**config.mk**
```make
export PLATFORM = sky130hd
export DESIGN_NAME = wifi_mgmt_frame_ssid_parser
export DESIGN_NICKNAME = d
export VERILOG_FILES = /design/src/hw/rtl/wsp_pkg.sv /design/src/hw/rtl/wsp_ram.sv /design/src/hw/rtl/wsp_parser.sv /design/src/hw/rtl/wsp_emitter.sv /design/src/hw/rtl/wifi_mgmt_frame_ssid_parser.sv
export SDC_FILE = /design/constraint.sdc
export NUM_CORES = 1
export LEC_CHECK = 0
export ABC_AREA = 0
export BUFFER_PORTS_ARGS = -buffer_cell sky130_fd_sc_hd__buf_2
export CAP_MARGIN = 20
export CORE_MARGIN = 3
export CORE_UTILIZATION = 32
export DETAILED_ROUTE_END_ITERATION = 12
export PLACE_DENSITY = 0.56
export SETUP_SLACK_MARGIN = 0.3
export SLEW_MARGIN = 10
export SYNTH_ARGS = -nofsm -noshare
export SYNTH_HDL_FRONTEND = slang
export SYNTH_HIERARCHICAL = 1
export SYNTH_SLANG_ARGS = --single-unit
```
**constraint.sdc**
```tcl
create_clock -name clk -period 16.4 [get_ports clk]
set_clock_uncertainty 0.1 [all_clocks]
set_input_delay 0.82 -clock clk [delete_from_list [all_inputs] [get_ports clk]]
set_output_delay 0.82 -clock clk [all_outputs]
set_load 0.05 [all_outputs]
```
**src/hw/rtl/wsp_pkg.sv**
```systemverilog
// Shared constants, types and helpers for the 802.11 SSID parser.
package wsp_pkg;

	localparam int SSID_MAX   = 32;
	localparam int SSID_AW    = $clog2(SSID_MAX);
	localparam int RAM_DEPTH  = 2 * SSID_MAX;
	localparam int RAM_AW     = SSID_AW + 1;
	localparam int LEN_W      = 6;
	localparam int ADDR_W     = 48;

	localparam logic [5:0] POS_MAX     = 6'd63;
	localparam logic [5:0] HDR_LEN     = 6'd24;
	localparam logic [5:0] ADDR_OFF    = 6'd10;
	localparam logic [5:0] ADDR_END    = 6'd15;
	localparam logic [5:0] BODY_START  = 6'd36;   // header plus 12-byte fixed body

	localparam logic [7:0] TYPE_MASK    = 8'h0C;
	localparam logic [7:0] TYPE_MGMT    = 8'h00;
	localparam logic [7:0] SUBTYPE_MASK = 8'hF0;
	localparam logic [7:0] ST_PROBE_REQ = 8'h40;
	localparam logic [7:0] ST_PROBE_RSP = 8'h50;
	localparam logic [7:0] ST_BEACON    = 8'h80;
	localparam logic [7:0] EID_SSID     = 8'h00;

	localparam logic [1:0] PH_TAG  = 2'd0;
	localparam logic [1:0] PH_LEN  = 2'd1;
	localparam logic [1:0] PH_BODY = 2'd2;
	localparam logic [1:0] PH_STOP = 2'd3;

	localparam logic KIND_SUMMARY = 1'b0;
	localparam logic KIND_CHAR    = 1'b1;

	// frame result handed from parser to emitter
	typedef struct packed {
		logic              acc;
		logic [ADDR_W-1:0] addr;
		logic [LEN_W-1:0]  len;
		logic              bank;
	} job_t;

	function automatic logic kind_ok(input logic [7:0] fc);
		logic [7:0] st;
		st = fc & SUBTYPE_MASK;
		kind_ok = ((fc & TYPE_MASK) == TYPE_MGMT) &&
			(st == ST_BEACON || st == ST_PROBE_RSP || st == ST_PROBE_REQ);
	endfunction

endpackage

```
**src/hw/rtl/wsp_ram.sv**
```systemverilog
// Generic single-write, single-read RAM with registered read data.
module wsp_ram #(
	parameter int WIDTH = 8,
	parameter int DEPTH = 64
) (
	input  logic                     clk,
	input  logic                     we,
	input  logic [$clog2(DEPTH)-1:0] waddr,
	input  logic [WIDTH-1:0]         wdata,
	input  logic                     re,
	input  logic [$clog2(DEPTH)-1:0] raddr,
	output logic [WIDTH-1:0]         rdata
);

	logic [WIDTH-1:0] mem_q [DEPTH];

	always_ff @(posedge clk) begin
		if (we) begin
			mem_q[waddr] <= wdata;
		end
		if (re) begin
			rdata <= mem_q[raddr];
		end
	end

endmodule

```
**src/hw/rtl/wsp_parser.sv**
```systemverilog
// Byte parser: header capture, element walk, SSID writes and frame result handoff.
module wsp_parser (
	input  logic                         clk,
	input  logic                         arst_n,
	input  logic                         in_valid,
	output logic                         in_ready,
	input  logic [7:0]                   in_byte,
	input  logic                         in_last,
	output logic                         wr_en,
	output logic [wsp_pkg::RAM_AW-1:0]   wr_addr,
	output logic [7:0]                   wr_data,
	output logic                         job_valid,
	output wsp_pkg::job_t                job,
	input  logic                         job_take
);

	logic [5:0]                      pos_q;
	logic [7:0]                      fc_q;
	logic [wsp_pkg::ADDR_W-1:0]      addr_q;
	logic [1:0]                      phase_q;
	logic [7:0]                      rem_q;
	logic                            is_ssid_q;
	logic [wsp_pkg::LEN_W-1:0]       cnt_q;
	logic                            done_q;
	logic                            bank_q;
	logic                            pend_q;
	wsp_pkg::job_t                   job_q;

	logic                            acc_in;
	logic [7:0]                      fc_e;
	logic [wsp_pkg::ADDR_W-1:0]      addr_e;
	logic                            kok;
	logic [5:0]                      start;
	logic                            elem;
	logic [1:0]                      phase_n;
	logic [7:0]                      rem_n;
	logic                            is_ssid_n;
	logic                            done_n;
	logic [wsp_pkg::LEN_W-1:0]       cnt_n;
	logic                            acc;

	assign in_ready = !pend_q || job_take;
	assign acc_in   = in_valid && in_ready;

	assign fc_e   = (pos_q == 6'd0) ? in_byte : fc_q;
	assign addr_e = (pos_q >= wsp_pkg::ADDR_OFF && pos_q <= wsp_pkg::ADDR_END) ?
		{addr_q[wsp_pkg::ADDR_W-9:0], in_byte} : addr_q;
	assign kok    = wsp_pkg::kind_ok(fc_e);
	assign start  = ((fc_e & wsp_pkg::SUBTYPE_MASK) == wsp_pkg::ST_PROBE_REQ) ?
		wsp_pkg::HDR_LEN : wsp_pkg::BODY_START;
	assign elem   = kok && (pos_q >= start);

	always_comb begin
		phase_n   = phase_q;
		rem_n     = rem_q;
		is_ssid_n = is_ssid_q;
		done_n    = done_q;
		wr_en     = 1'b0;
		if (elem) begin
			unique case (phase_q)
				wsp_pkg::PH_TAG: begin
					is_ssid_n = (in_byte == wsp_pkg::EID_SSID);
					phase_n   = wsp_pkg::PH_LEN;
				end
				wsp_pkg::PH_LEN: begin
					rem_n = in_byte;
					if (in_byte == 8'd0) begin
						if (is_ssid_q) begin
							done_n  = 1'b1;
							phase_n = wsp_pkg::PH_STOP;
						end else begin
							phase_n = wsp_pkg::PH_TAG;
						end
					end else begin
						phase_n = wsp_pkg::PH_BODY;
					end
				end
				wsp_pkg::PH_BODY: begin
					wr_en = acc_in && is_ssid_q &&
						(cnt_q < wsp_pkg::LEN_W'(wsp_pkg::SSID_MAX));
					rem_n = rem_q - 8'd1;
					if (rem_q == 8'd1) begin
						if (is_ssid_q) begin
							done_n  = 1'b1;
							phase_n = wsp_pkg::PH_STOP;
						end else begin
							phase_n = wsp_pkg::PH_TAG;
						end
					end
				end
				wsp_pkg::PH_STOP: begin
				end
			endcase
		end
	end

	assign cnt_n   = cnt_q + wsp_pkg::LEN_W'(wr_en);
	assign wr_addr = {bank_q, cnt_q[wsp_pkg::SSID_AW-1:0]};
	assign wr_data = in_byte;
	assign acc     = kok && (pos_q >= wsp_pkg::HDR_LEN - 6'd1);

	always_ff @(posedge clk or negedge arst_n) begin
		if (!arst_n) begin
			pos_q     <= '0;
			fc_q      <= '0;
			addr_q    <= '0;
			phase_q   <= wsp_pkg::PH_TAG;
			rem_q     <= '0;
			is_ssid_q <= 1'b0;
			cnt_q     <= '0;
			done_q    <= 1'b0;
			bank_q    <= 1'b0;
			pend_q    <= 1'b0;
		end else begin
			if (acc_in && in_last) begin
				pos_q     <= '0;
				fc_q      <= '0;
				addr_q    <= '0;
				phase_q   <= wsp_pkg::PH_TAG;
				rem_q     <= '0;
				is_ssid_q <= 1'b0;
				cnt_q     <= '0;
				done_q    <= 1'b0;
				bank_q    <= !bank_q;
				pend_q    <= 1'b1;
			end else begin
				if (acc_in) begin
					if (pos_q < wsp_pkg::POS_MAX) begin
						pos_q <= pos_q + 6'd1;
					end
					fc_q      <= fc_e;
					addr_q    <= addr_e;
					phase_q   <= phase_n;
					rem_q     <= rem_n;
					is_ssid_q <= is_ssid_n;
					cnt_q     <= cnt_n;
					done_q    <= done_n;
				end
				if (job_take) begin
					pend_q <= 1'b0;
				end
			end
		end
	end

	always_ff @(posedge clk) begin
		if (acc_in && in_last) begin
			job_q.acc  <= acc;
			job_q.addr <= acc ? addr_e : '0;
			job_q.len  <= (acc && done_n) ? cnt_n : '0;
			job_q.bank <= bank_q;
		end
	end

	assign job_valid = pend_q;
	assign job       = job_q;

endmodule

```
**src/hw/rtl/wsp_emitter.sv**
```systemverilog
// Result emitter: summary word then SSID bytes read from RAM, with output register.
module wsp_emitter (
	input  logic                         clk,
	input  logic                         arst_n,
	input  logic                         job_valid,
	input  wsp_pkg::job_t                job,
	output logic                         job_take,
	output logic                         rd_en,
	output logic [wsp_pkg::RAM_AW-1:0]   rd_addr,
	input  logic [7:0]                   rd_data,
	output logic                         out_valid,
	input  logic                         out_ready,
	output logic                         out_kind,
	output logic                         out_acc,
	output logic [wsp_pkg::ADDR_W-1:0]   out_addr,
	output logic [wsp_pkg::LEN_W-1:0]    out_len,
	output logic [7:0]                   out_char,
	output logic                         out_last
);

	logic                            busy_q;
	logic [wsp_pkg::LEN_W-1:0]       idx_q;
	wsp_pkg::job_t                   cur_q;

	logic                            valid_s1;
	logic                            kind_s1;
	logic                            last_s1;
	logic                            acc_s1;
	logic [wsp_pkg::ADDR_W-1:0]      addr_s1;
	logic [wsp_pkg::LEN_W-1:0]       len_s1;

	logic                            valid_q;
	logic                            kind_q;
	logic                            last_q;
	logic                            acc_q;
	logic [wsp_pkg::ADDR_W-1:0]      addr_q;
	logic [wsp_pkg::LEN_W-1:0]       len_q;
	logic [7:0]                      char_q;

	logic                            advance;
	logic                            gen_last;
	logic [wsp_pkg::LEN_W-1:0]       idx_m1;

	assign advance  = !valid_q || out_ready;
	assign gen_last = busy_q && (idx_q == cur_q.len);
	assign job_take = job_valid && (!busy_q || (advance && gen_last));
	assign idx_m1   = idx_q - wsp_pkg::LEN_W'(1);
	assign rd_en    = advance;
	assign rd_addr  = {cur_q.bank, idx_m1[wsp_pkg::SSID_AW-1:0]};

	always_ff @(posedge clk or negedge arst_n) begin
		if (!arst_n) begin
			busy_q   <= 1'b0;
			idx_q    <= '0;
			valid_s1 <= 1'b0;
			valid_q  <= 1'b0;
		end else begin
			if (job_take) begin
				busy_q <= 1'b1;
				idx_q  <= '0;
			end else if (advance && busy_q) begin
				idx_q <= idx_q + wsp_pkg::LEN_W'(1);
				if (gen_last) begin
					busy_q <= 1'b0;
				end
			end
			if (advance) begin
				valid_s1 <= busy_q;
				valid_q  <= valid_s1;
			end
		end
	end

	always_ff @(posedge clk) begin
		if (job_take) begin
			cur_q <= job;
		end
		if (advance) begin
			kind_s1 <= (idx_q != '0) ? wsp_pkg::KIND_CHAR : wsp_pkg::KIND_SUMMARY;
			last_s1 <= gen_last;
			acc_s1  <= cur_q.acc;
			addr_s1 <= cur_q.addr;
			len_s1  <= cur_q.len;
			kind_q  <= kind_s1;
			last_q  <= last_s1;
			acc_q   <= acc_s1;
			addr_q  <= addr_s1;
			len_q   <= len_s1;
			char_q  <= (kind_s1 == wsp_pkg::KIND_CHAR) ? rd_data : 8'd0;
		end
	end

	assign out_valid = valid_q;
	assign out_kind  = kind_q;
	assign out_acc   = acc_q;
	assign out_addr  = addr_q;
	assign out_len   = len_q;
	assign out_char  = char_q;
	assign out_last  = last_q;

endmodule

```
**src/hw/rtl/wifi_mgmt_frame_ssid_parser.sv**
```systemverilog
// Top level of the 802.11 management frame SSID parser.
//
// Input stream: one frame byte per word on s_tdata, s_tlast on the final byte.
// Bytes are taken one per cycle while s_tready is high. After the last byte
// of a frame the block emits a summary word (m_tuser 0) with accept flag,
// transmitter address and SSID length, then one word per SSID byte
// (m_tuser 1); m_tlast marks the final word of the frame's results.
// A result passes from the holding slot through the emitter's stage-1 and
// output registers; results then leave one per cycle while m_tready is high.
// SSID bytes sit in a two-bank RAM: one bank fills while the other is read
// out. A frame's results are queued in one holding slot; s_tready drops only
// when that slot is full and the emitter is still draining the frame before,
// i.e. when a frame is shorter than the result run of the previous one.
// When m_tready is low the output word holds and the pipeline stops; input
// keeps flowing until the holding slot is needed.
// Reset clears all parser and emitter control state; the RAM needs no clear,
// since only entries written for the current frame are read.
module wifi_mgmt_frame_ssid_parser (
	input  logic        clk,
	input  logic        arst_n,
	input  logic        s_tvalid,
	output logic        s_tready,
	input  logic [7:0]  s_tdata,   // [7:0] frame_byte
	input  logic        s_tlast,   // end_of_frame
	output logic        m_tvalid,
	input  logic        m_tready,
	output logic [63:0] m_tdata,   // [0] accepted, [48:1] transmitter_address,
	                               // [54:49] ssid_length, [62:55] ssid_char, [63] zero
	output logic        m_tuser,   // item_kind
	output logic        m_tlast    // run_last
);

	logic                          wr_en;
	logic [wsp_pkg::RAM_AW-1:0]    wr_addr;
	logic [7:0]                    wr_data;
	logic                          rd_en;
	logic [wsp_pkg::RAM_AW-1:0]    rd_addr;
	logic [7:0]                    rd_data;
	logic                          job_valid;
	logic                          job_take;
	wsp_pkg::job_t                 job;
	logic                          out_acc;
	logic [wsp_pkg::ADDR_W-1:0]    out_addr;
	logic [wsp_pkg::LEN_W-1:0]     out_len;
	logic [7:0]                    out_char;

	wsp_parser u_parser (
		.clk       (clk),
		.arst_n    (arst_n),
		.in_valid  (s_tvalid),
		.in_ready  (s_tready),
		.in_byte   (s_tdata),
		.in_last   (s_tlast),
		.wr_en     (wr_en),
		.wr_addr   (wr_addr),
		.wr_data   (wr_data),
		.job_valid (job_valid),
		.job       (job),
		.job_take  (job_take)
	);

	wsp_ram #(
		.WIDTH (8),
		.DEPTH (wsp_pkg::RAM_DEPTH)
	) u_ram (
		.clk   (clk),
		.we    (wr_en),
		.waddr (wr_addr),
		.wdata (wr_data),
		.re    (rd_en),
		.raddr (rd_addr),
		.rdata (rd_data)
	);

	wsp_emitter u_emitter (
		.clk       (clk),
		.arst_n    (arst_n),
		.job_valid (job_valid),
		.job       (job),
		.job_take  (job_take),
		.rd_en     (rd_en),
		.rd_addr   (rd_addr),
		.rd_data   (rd_data),
		.out_valid (m_tvalid),
		.out_ready (m_tready),
		.out_kind  (m_tuser),
		.out_acc   (out_acc),
		.out_addr  (out_addr),
		.out_len   (out_len),
		.out_char  (out_char),
		.out_last  (m_tlast)
	);

	assign m_tdata = {1'b0, out_char, out_len, out_addr, out_acc};

	// input stalls only while a finished frame waits for the emitter
	a_stall_only_pending: assert property (@(posedge clk) disable iff (!arst_n)
		!s_tready |-> job_valid)
		else $error("input stalled without a pending frame result");

	// a summary that is not the last word must announce SSID bytes
	a_summary_len: assert property (@(posedge clk) disable iff (!arst_n)
		(m_tvalid && m_tuser == wsp_pkg::KIND_SUMMARY && !m_tlast) |->
		(out_acc && out_len != '0))
		else $error("summary not last but no SSID bytes follow");

	// SSID byte words only come from accepted frames
	a_char_accepted: assert property (@(posedge clk) disable iff (!arst_n)
		(m_tvalid && m_tuser == wsp_pkg::KIND_CHAR) |-> (out_acc && out_len != '0))
		else $error("SSID byte for a rejected or empty frame");

	// a pending job is never dropped: the slot stays full until the emitter takes it
	a_job_held: assert property (@(posedge clk) disable iff (!arst_n)
		(job_valid && !job_take) |=> job_valid)
		else $error("pending frame result lost");

endmodule

```
Word-level counts from Yosys, hierarchy flattened
Memories as Yosys holds them, arrays and structs flattened. A register that Yosys moved wholly into a read port is not among the register bits.
Cells that the tools add are included.
{ "word_totals": {"reg_bits": 323, "ramBits": 512, "inputBits": 13, "out_inout_bits": 68, "elab_cells": 140, "memories": 1} }
{ "mem_list": {"columns": ["memory", "depth", "word_bits", "rd", "rd_clocked_by_memory_dff", "write_ports", "line_no", "source"], "rows": [
  ["u_ram.mem_q", 64, 8, 1, 1, 1, "wsp_ram.sv:15", "logic [WIDTH-1:0] mem_q [DEPTH];"]
]} }
{ "classes": {"add_sub_neg": 5, "n_lt_le_gt_ge": 6, "eq_ne": 8, "mux": 46, "n_reduce_logical": 41} }
{ "ops": {"columns": ["cell", "count"], "rows": [
  ["$mux 48", 3],
  ["$mux 6", 8],
  ["$mux 8", 6],
  ["$mux 1", 20],
  ["$logic_not 8->1", 2],
  ["$pmux 8 s2", 1],
  ["$reduce_bool 2->1", 7],
  ["$logic_and 1x1->1", 13],
  ["$add 6x1->6 const B", 2],
  ["$lt 6x6->1 const B", 2],
  ["$mux 2", 6],
  ["$eq 4x3->1 const B", 2],
  ["$eq 8x1->1 const B", 1],
  ["$sub 8x1->8 const B", 1],
  ["$add 6x1->6", 1],
  ["$eq 6x6->1", 1],
  ["$ge 6x4->1 const B", 1],
  ["$ge 6x5->1 const B", 1],
  ["$ge 6x6->1", 1],
  ["$le 6x4->1 const B", 1],
  ["$logic_not 6->1", 1],
  ["$pmux 2 s3", 1],
  ["$reduce_and 3->1", 2],
  ["$reduce_bool 6->1", 1],
  ["other kinds (13)", 21]
]} }

Longest topological paths before layout
{ "depth": {"word_depth": 14, "depth_mapped": 17, "ltp_nobuf": 15} }

Hierarchy
The synthesis kept the hierarchy.
{ "modules_own_cells": {"columns": ["module", "instances", "cells_each", "area_each_um2", "seq_area_each_um2"], "rows": [
  ["wsp_ram", 1, 940, 20246.9, 15615.0],
  ["wsp_parser", 1, 688, 6730.2, 3683.5],
  ["wsp_emitter", 1, 257, 6039.5, 5570.3],
  ["wifi_mgmt_frame_ssid_parser", 1, 3, 18.8, 0.0]
]} }

Worst setup path before layout
Ideal clock, no wire load.
{ "synth_path": {"kind": "input -> register", "from": "input port m_tready", "to": "memory u_ram.mem_q[62][0], enable pin", "setup_ps": 370, "arrival_ps": 5610, "required_time_ps": 15930, "slack_ps": 10319, "path_stages": 12, "n_path_buf": 2, "path_cell_list": "nor2b_2 o31ai_2 and2_1 nand2b_1 clkbuf_1 and2_1 clkbuf_1 o21ai_0 nor4_1 nor2b_1 nand3_1 nor2_1"} }
{ "synth_between": {"elab_chain_len": 12} }
{ "synth_rtl": {"columns": ["item", "line_no", "source"], "rows": [
  ["start, declared", "wifi_mgmt_frame_ssid_parser.sv:26", "input logic m_tready,"],
  ["$logic_or 1x1->1", "wsp_emitter.sv:44", "assign advance = !valid_q || out_ready;"],
  ["$logic_and 1x1->1", "wsp_emitter.sv:46", "assign job_take = job_valid && (!busy_q || (advance && gen_last));"],
  ["$logic_or 1x1->1", "wsp_emitter.sv:46", null],
  ["$logic_and 1x1->1", "wsp_emitter.sv:46", null],
  ["named net job_take", "wifi_mgmt_frame_ssid_parser.sv:40", "logic job_take;"],
  ["$logic_or 1x1->1", "wsp_parser.sv:42", "assign in_ready = !pend_q || job_take;"],
  ["named net s_tready", "wifi_mgmt_frame_ssid_parser.sv:22", "output logic s_tready,"],
  ["$logic_and 1x1->1", "wsp_parser.sv:43", "assign acc_in = in_valid && in_ready;"],
  ["$logic_and 1x1->1 (2 in series)", "wsp_parser.sv:79", "wr_en = acc_in && is_ssid_q &&"],
  ["$mux 1", "wsp_parser.sv:60", "unique case (phase_q)"],
  ["$mux 1", "wsp_parser.sv:59", "if (elem) begin"],
  ["named net wr_en", "wifi_mgmt_frame_ssid_parser.sv:33", "logic wr_en;"],
  ["$mux 1", "wsp_ram.sv:18", "if (we) begin"],
  ["$mux 1 (not written as such)", "wsp_ram.sv:19", "mem_q[waddr] <= wdata;"],
  ["end, declared", "wsp_ram.sv:15", null]
]} }
The timed path passes the listed nets, and every way through them passes these cells.

Worst setup path after layout
{ "layout_path": {"from": "register u_emitter/idx_q[2] (netlist name)", "to": "memory u_ram.mem_q[22][0], enable pin"} }
{ "layout_between": {"elab_chain_len": 13} }
{ "layout_rtl": {"columns": ["item", "line_no", "source"], "rows": [
  ["start, declared", "wsp_emitter.sv:22", "logic [wsp_pkg::LEN_W-1:0] idx_q;"],
  ["start signal, assigned", "wsp_emitter.sv:62", "idx_q <= idx_q + wsp_pkg::LEN_W'(1);"],
  ["$eq 6x6->1", "wsp_emitter.sv:45", "assign gen_last = busy_q && (idx_q == cur_q.len);"],
  ["$logic_and 1x1->1", "wsp_emitter.sv:45", null],
  ["$logic_and 1x1->1", "wsp_emitter.sv:46", null],
  ["$logic_or 1x1->1", "wsp_emitter.sv:46", null],
  ["$logic_and 1x1->1", "wsp_emitter.sv:46", null],
  ["named net job_take", "wifi_mgmt_frame_ssid_parser.sv:40", null],
  ["$logic_or 1x1->1", "wsp_parser.sv:42", null],
  ["$logic_and 1x1->1", "wsp_parser.sv:43", null],
  ["$logic_and 1x1->1 (2 in series)", "wsp_parser.sv:79", null],
  ["$mux 1", "wsp_parser.sv:60", null],
  ["$mux 1", "wsp_parser.sv:59", null],
  ["named net wr_en", "wifi_mgmt_frame_ssid_parser.sv:33", null],
  ["$mux 1", "wsp_ram.sv:18", null],
  ["$mux 1 (not written as such)", "wsp_ram.sv:19", null]
]} }
The timed path passes the listed nets, and every way through them passes these cells.

==> impl_metrics.env <==
export IMPL_cts_root_buf="clkbuf_16"
export IMPL_cp_end_kind="register"
export IMPL_p_sw_share_pct=30.1
export IMPL_regArea_um2=24900
export IMPL_cp_slowest_cell="nor2_1"
export IMPL_syn_avg_cell_area_um2=17.5
export IMPL_p_switching_uw=1810
export IMPL_gr_usage_met3_pct=2.55
export IMPL_clock_sinks=843
export IMPL_min_period_ps=5580
export IMPL_antenna_found_initial=2
export IMPL_use_met1_pct=19.8
export IMPL_clk_latency_ps=650
export IMPL_hpwl_um=43700
export IMPL_synth_top_area_share_pct=68.5
export IMPL_dr_pass1_iters=5
export IMPL_synth_adder_area_share_pct=0.644
export IMPL_grt_pass1_vias=17110
export IMPL_top_usage_layer="met2"
export IMPL_cts_resized=0
export IMPL_grt_first_pass_wirelength_um=113000
export IMPL_gp_congestion=0.777
export IMPL_setup_viol=0
export IMPL_critPathKind="reg2reg"
export IMPL_min_delay_path_class="reg2reg"
export IMPL_synth_top_family_by_area="multiplexers"
export IMPL_grt_ovfl_total=0
export IMPL_synth_edf_count=754
export IMPL_synth_nets=1918
export IMPL_crit_family="simple AND/OR/NAND/NOR gates"
export IMPL_synthToLayoutAreaGrowth_pct=13.8
export IMPL_ys_warn_count=6
export IMPL_grt_max_degree=75
export IMPL_pwr_share_comb_pct=25.0
export IMPL_fmax_ghz=0.179
export IMPL_ir_drop_mv=0.116
export IMPL_clockPowerShare_pct=32.3
export IMPL_worst_ep_arrival_time_ps=5750
export IMPL_core_um2=102000
export IMPL_io_buffer_count=79
export IMPL_finalPower_uw=6000
export IMPL_dp_slack_ps=10570
export IMPL_rr_startpoint="u_emitter/idx_q[2]$_DFFE_PN0P_"
export IMPL_max_cap_viol_count=0
export IMPL_p_seq_share_pct=42.7
export IMPL_final_period_utilization_pct=34.0
export IMPL_ys_flop_type="edfxtp_1"
export IMPL_nets=1999
export IMPL_io_pins=81
export IMPL_multi_input_area_um2=7520
export IMPL_power_density_nw_per_um2=160
export IMPL_routed_via_density=5.06
export IMPL_synth_cell_type_count=77
export IMPL_ys_async_sr_fraction_pct=10.6
export IMPL_intPower_uw=4200
export IMPL_detail_route_antenna_nets=0
export IMPL_start_kind="register"
export IMPL_rsz0062_at_grt="no"
export IMPL_routed_wl_um=75200
export IMPL_grt_use_met2_pct=21.5
export IMPL_die_x_um=327
export IMPL_status="finished clean"
export IMPL_slew_headroom_pct=30.5
export IMPL_synth_mux_area_share_pct=9.95
export IMPL_dieArea_um2=107000
export IMPL_synth_compound_area_share_pct=5.74
export IMPL_synth_cells=1888
export IMPL_power_leakage_uw=0.0126
export IMPL_crit_buf_inv=2
export IMPL_whs_ps=313
export IMPL_std_cell_rows=117
export IMPL_setup_slack_ps=10820
export IMPL_antenna_cells=0
export IMPL_synth_xor_area_share_pct=0.579
export IMPL_clk_pin_slew_ps=60
export IMPL_drt_iter0_drc=1573
export IMPL_ys_seq_elements=843
export IMPL_yosysSeqAreaShare_pct=75.3
export IMPL_ys_top_cells_by_area="edfxtp_1 (69%), mux4_2 (8.6%), dfrtp_1 (6.7%), nand2_1 (2.2%), nor2_1 (1.2%)"
export IMPL_setup_tns_ps=0
export IMPL_start_util_pct=32.3
export IMPL_synth_largest_area_cell="edfxtp_1"
export IMPL_numCtsBuffers=84
export IMPL_grt_total_usage_pct=13.9
export IMPL_htree_levels=3
export IMPL_wire_per_inst_um=22.1
export IMPL_hold_viol=0
export IMPL_max_stage_delay_ps=740
export IMPL_via_count=17221
export IMPL_clock_tree_buffer_depth=3
export IMPL_drcViolationCount=0
export IMPL_cts_tree="yes"
export IMPL_drive_gt1_share_pct=19.4
export IMPL_synthesis_area_um2=33000
export IMPL_synthSimpleGateAreaFrac_pct=5.64
export IMPL_worstPathRequired_ps=16570
export IMPL_worstMarginPinSlew_ps=1040
export IMPL_fillers=9459
export IMPL_path_cells="xnor2_2 > nand4_2 > o31ai_2 > and2_2 > buf_4 > nand2b_1 > and2_1 > o21ai_0 > nor4_1 > buf_4 > nor2b_1 > nand3_1 > nor2_1"
export IMPL_postCtsSetupRepairBufs=0
export IMPL_slew_violations=0
export IMPL_startpoint="u_emitter/idx_q[2]$_DFFE_PN0P_"
export IMPL_min_from="u_emitter/addr_s1[10]$_DFFE_PP_"
export IMPL_crit_fanout=57
export IMPL_critPathMostFrequentCell="buf_4"
export IMPL_chipHeight_um=327
-- registers in the layout, indices dropped and copies added (netlist names), 2 cells and up --
register            count
u_emitter/addr_s1      48
u_emitter/cur_q        55
u_emitter/idx_q         6
u_emitter/len_s1        6
u_emitter/out_addr     48
u_emitter/out_char      8
u_emitter/out_len       6
u_parser/addr_q        48
u_parser/cnt_q          6
u_parser/fc_q           6
u_parser/job           56
u_parser/phase_q        2
u_parser/pos_q          6
u_parser/rem_q          8
u_ram/mem_q           512
u_ram/rdata             8
-- placed cells by master (no fill, tap or decap), types with 8 or more instances in the layout --
cell	synthesis	layout
xnor2_1	13	11
nor2_1	102	101
clkinv_1	0	22
o21ai_0	63	63
bufinv_16	0	11
nand2b_1	14	14
and2_1	11	10
buf_2	17	78
inv_1	24	20
mux2_2	14	14
edfxtp_1	754	754
o22ai_1	9	9
o221ai_1	8	8
a21boi_0	48	48
a22o_2	8	8
buf_4	30	26
nand3_1	29	29
a211oi_1	10	10
a21oi_1	71	71
nor3_1	21	21
clkbuf_1	49	15
nand2_1	192	191
dfrtp_1	89	89
nor2b_1	17	17
ha_1	17	17
mux2i_1	27	27
mux4_2	126	126
clkbuf_16	0	84
-- synth_stat cells, drive strengths merged (28+ instances only) --
| cell | n |
|---|---|
| dfrtp | 89 |
| a21boi | 49 |
| edfxtp | 754 |
| nand3 | 29 |
| nand2 | 192 |
| buf | 62 |
| clkbuf | 49 |
| mux4 | 126 |
| mux2i | 28 |
| o21ai | 65 |
| nor2 | 102 |
| a21oi | 72 |
-- logic make-up (layout without fill, tap and decap cells) --
kind of cell    count (synthesis)  in the layout
mux                           168            168
flops                         843            843
simple gates                  418            418
other cells                     1              1
compound gates                285            285
buf+inv                       135            283
fa+ha+maj                      17             17
xor+xnor                       21             21
-- power by group through the flow --
stage	sequential, uW	clock, uW	combinational [uW]
finish	2560	1940	1500
global placement	2600	0	1490
global route	2570	2080	1610
detailed placement	2610	0	1510
CTS	2560	1990	1520
floorplan	2630	0	1050
-- metal layers --
metal / wire [um] / vias up / part of all wire, %
li1: - / 7528 / -
met1: 33000 / 8927 / 44
met2: 35100 / 639 / 47
met3: 4870 / 123 / 6.5
met4: 2170 / 4 / 2.9
met5: 83 / - / 0.11
-- path summary, 6_finish.rpt --
path / endpoint / slack (ps) / depth (start not counted)
max in group asynchronous: u_emitter/idx_q[0]$_DFFE_PN0P_ / 14430 / 3
min reg2reg: u_emitter/out_addr[10]$_DFFE_PP_ / 310 / 0
max: u_ram/mem_q[22][0]$_DFFE_PP_ / 10820 / 13
min: u_emitter/out_addr[10]$_DFFE_PP_ / 310 / 0
min in group asynchronous: u_parser/addr_q[47]$_DFFE_PN0P_ / 570 / 2
max reg2reg: u_ram/mem_q[22][0]$_DFFE_PP_ / 10820 / 13
-- timing repair --
| action | 4_1_cts | 5_1_grt |
|---|---|---|
| hold endpoints to repair | 20 | 0 |
| endpoints found under the setup margin | 0 | 0 |
| hold buffers | 1 | 0 |
-- layout make-up --
class                   count  share of cell area, %
clock buffers             101                   5.82
well taps                1368                   4.55
multi-input cells         910                   20.0
clock inverters            52                   1.58
flip-flops and latches    843                   66.2
inverters                  24                  0.280
repair buffers            106                   1.60
-- per-stage QoR --
| step | cell area (um^2) | util (%) | instances |
|---|---|---|---|
| finish | 37600 | 36.8 | 3404 |
| global route | 37600 | 36.8 | 3404 |
| CTS | 37600 | 36.8 | 3403 |
| detailed placement | 34800 | 34.0 | 3249 |
| global placement | 34800 | 34.0 | 3249 |
| floorplan | 33000 | - | 1888 |
(Power assumes the default switching activity.)
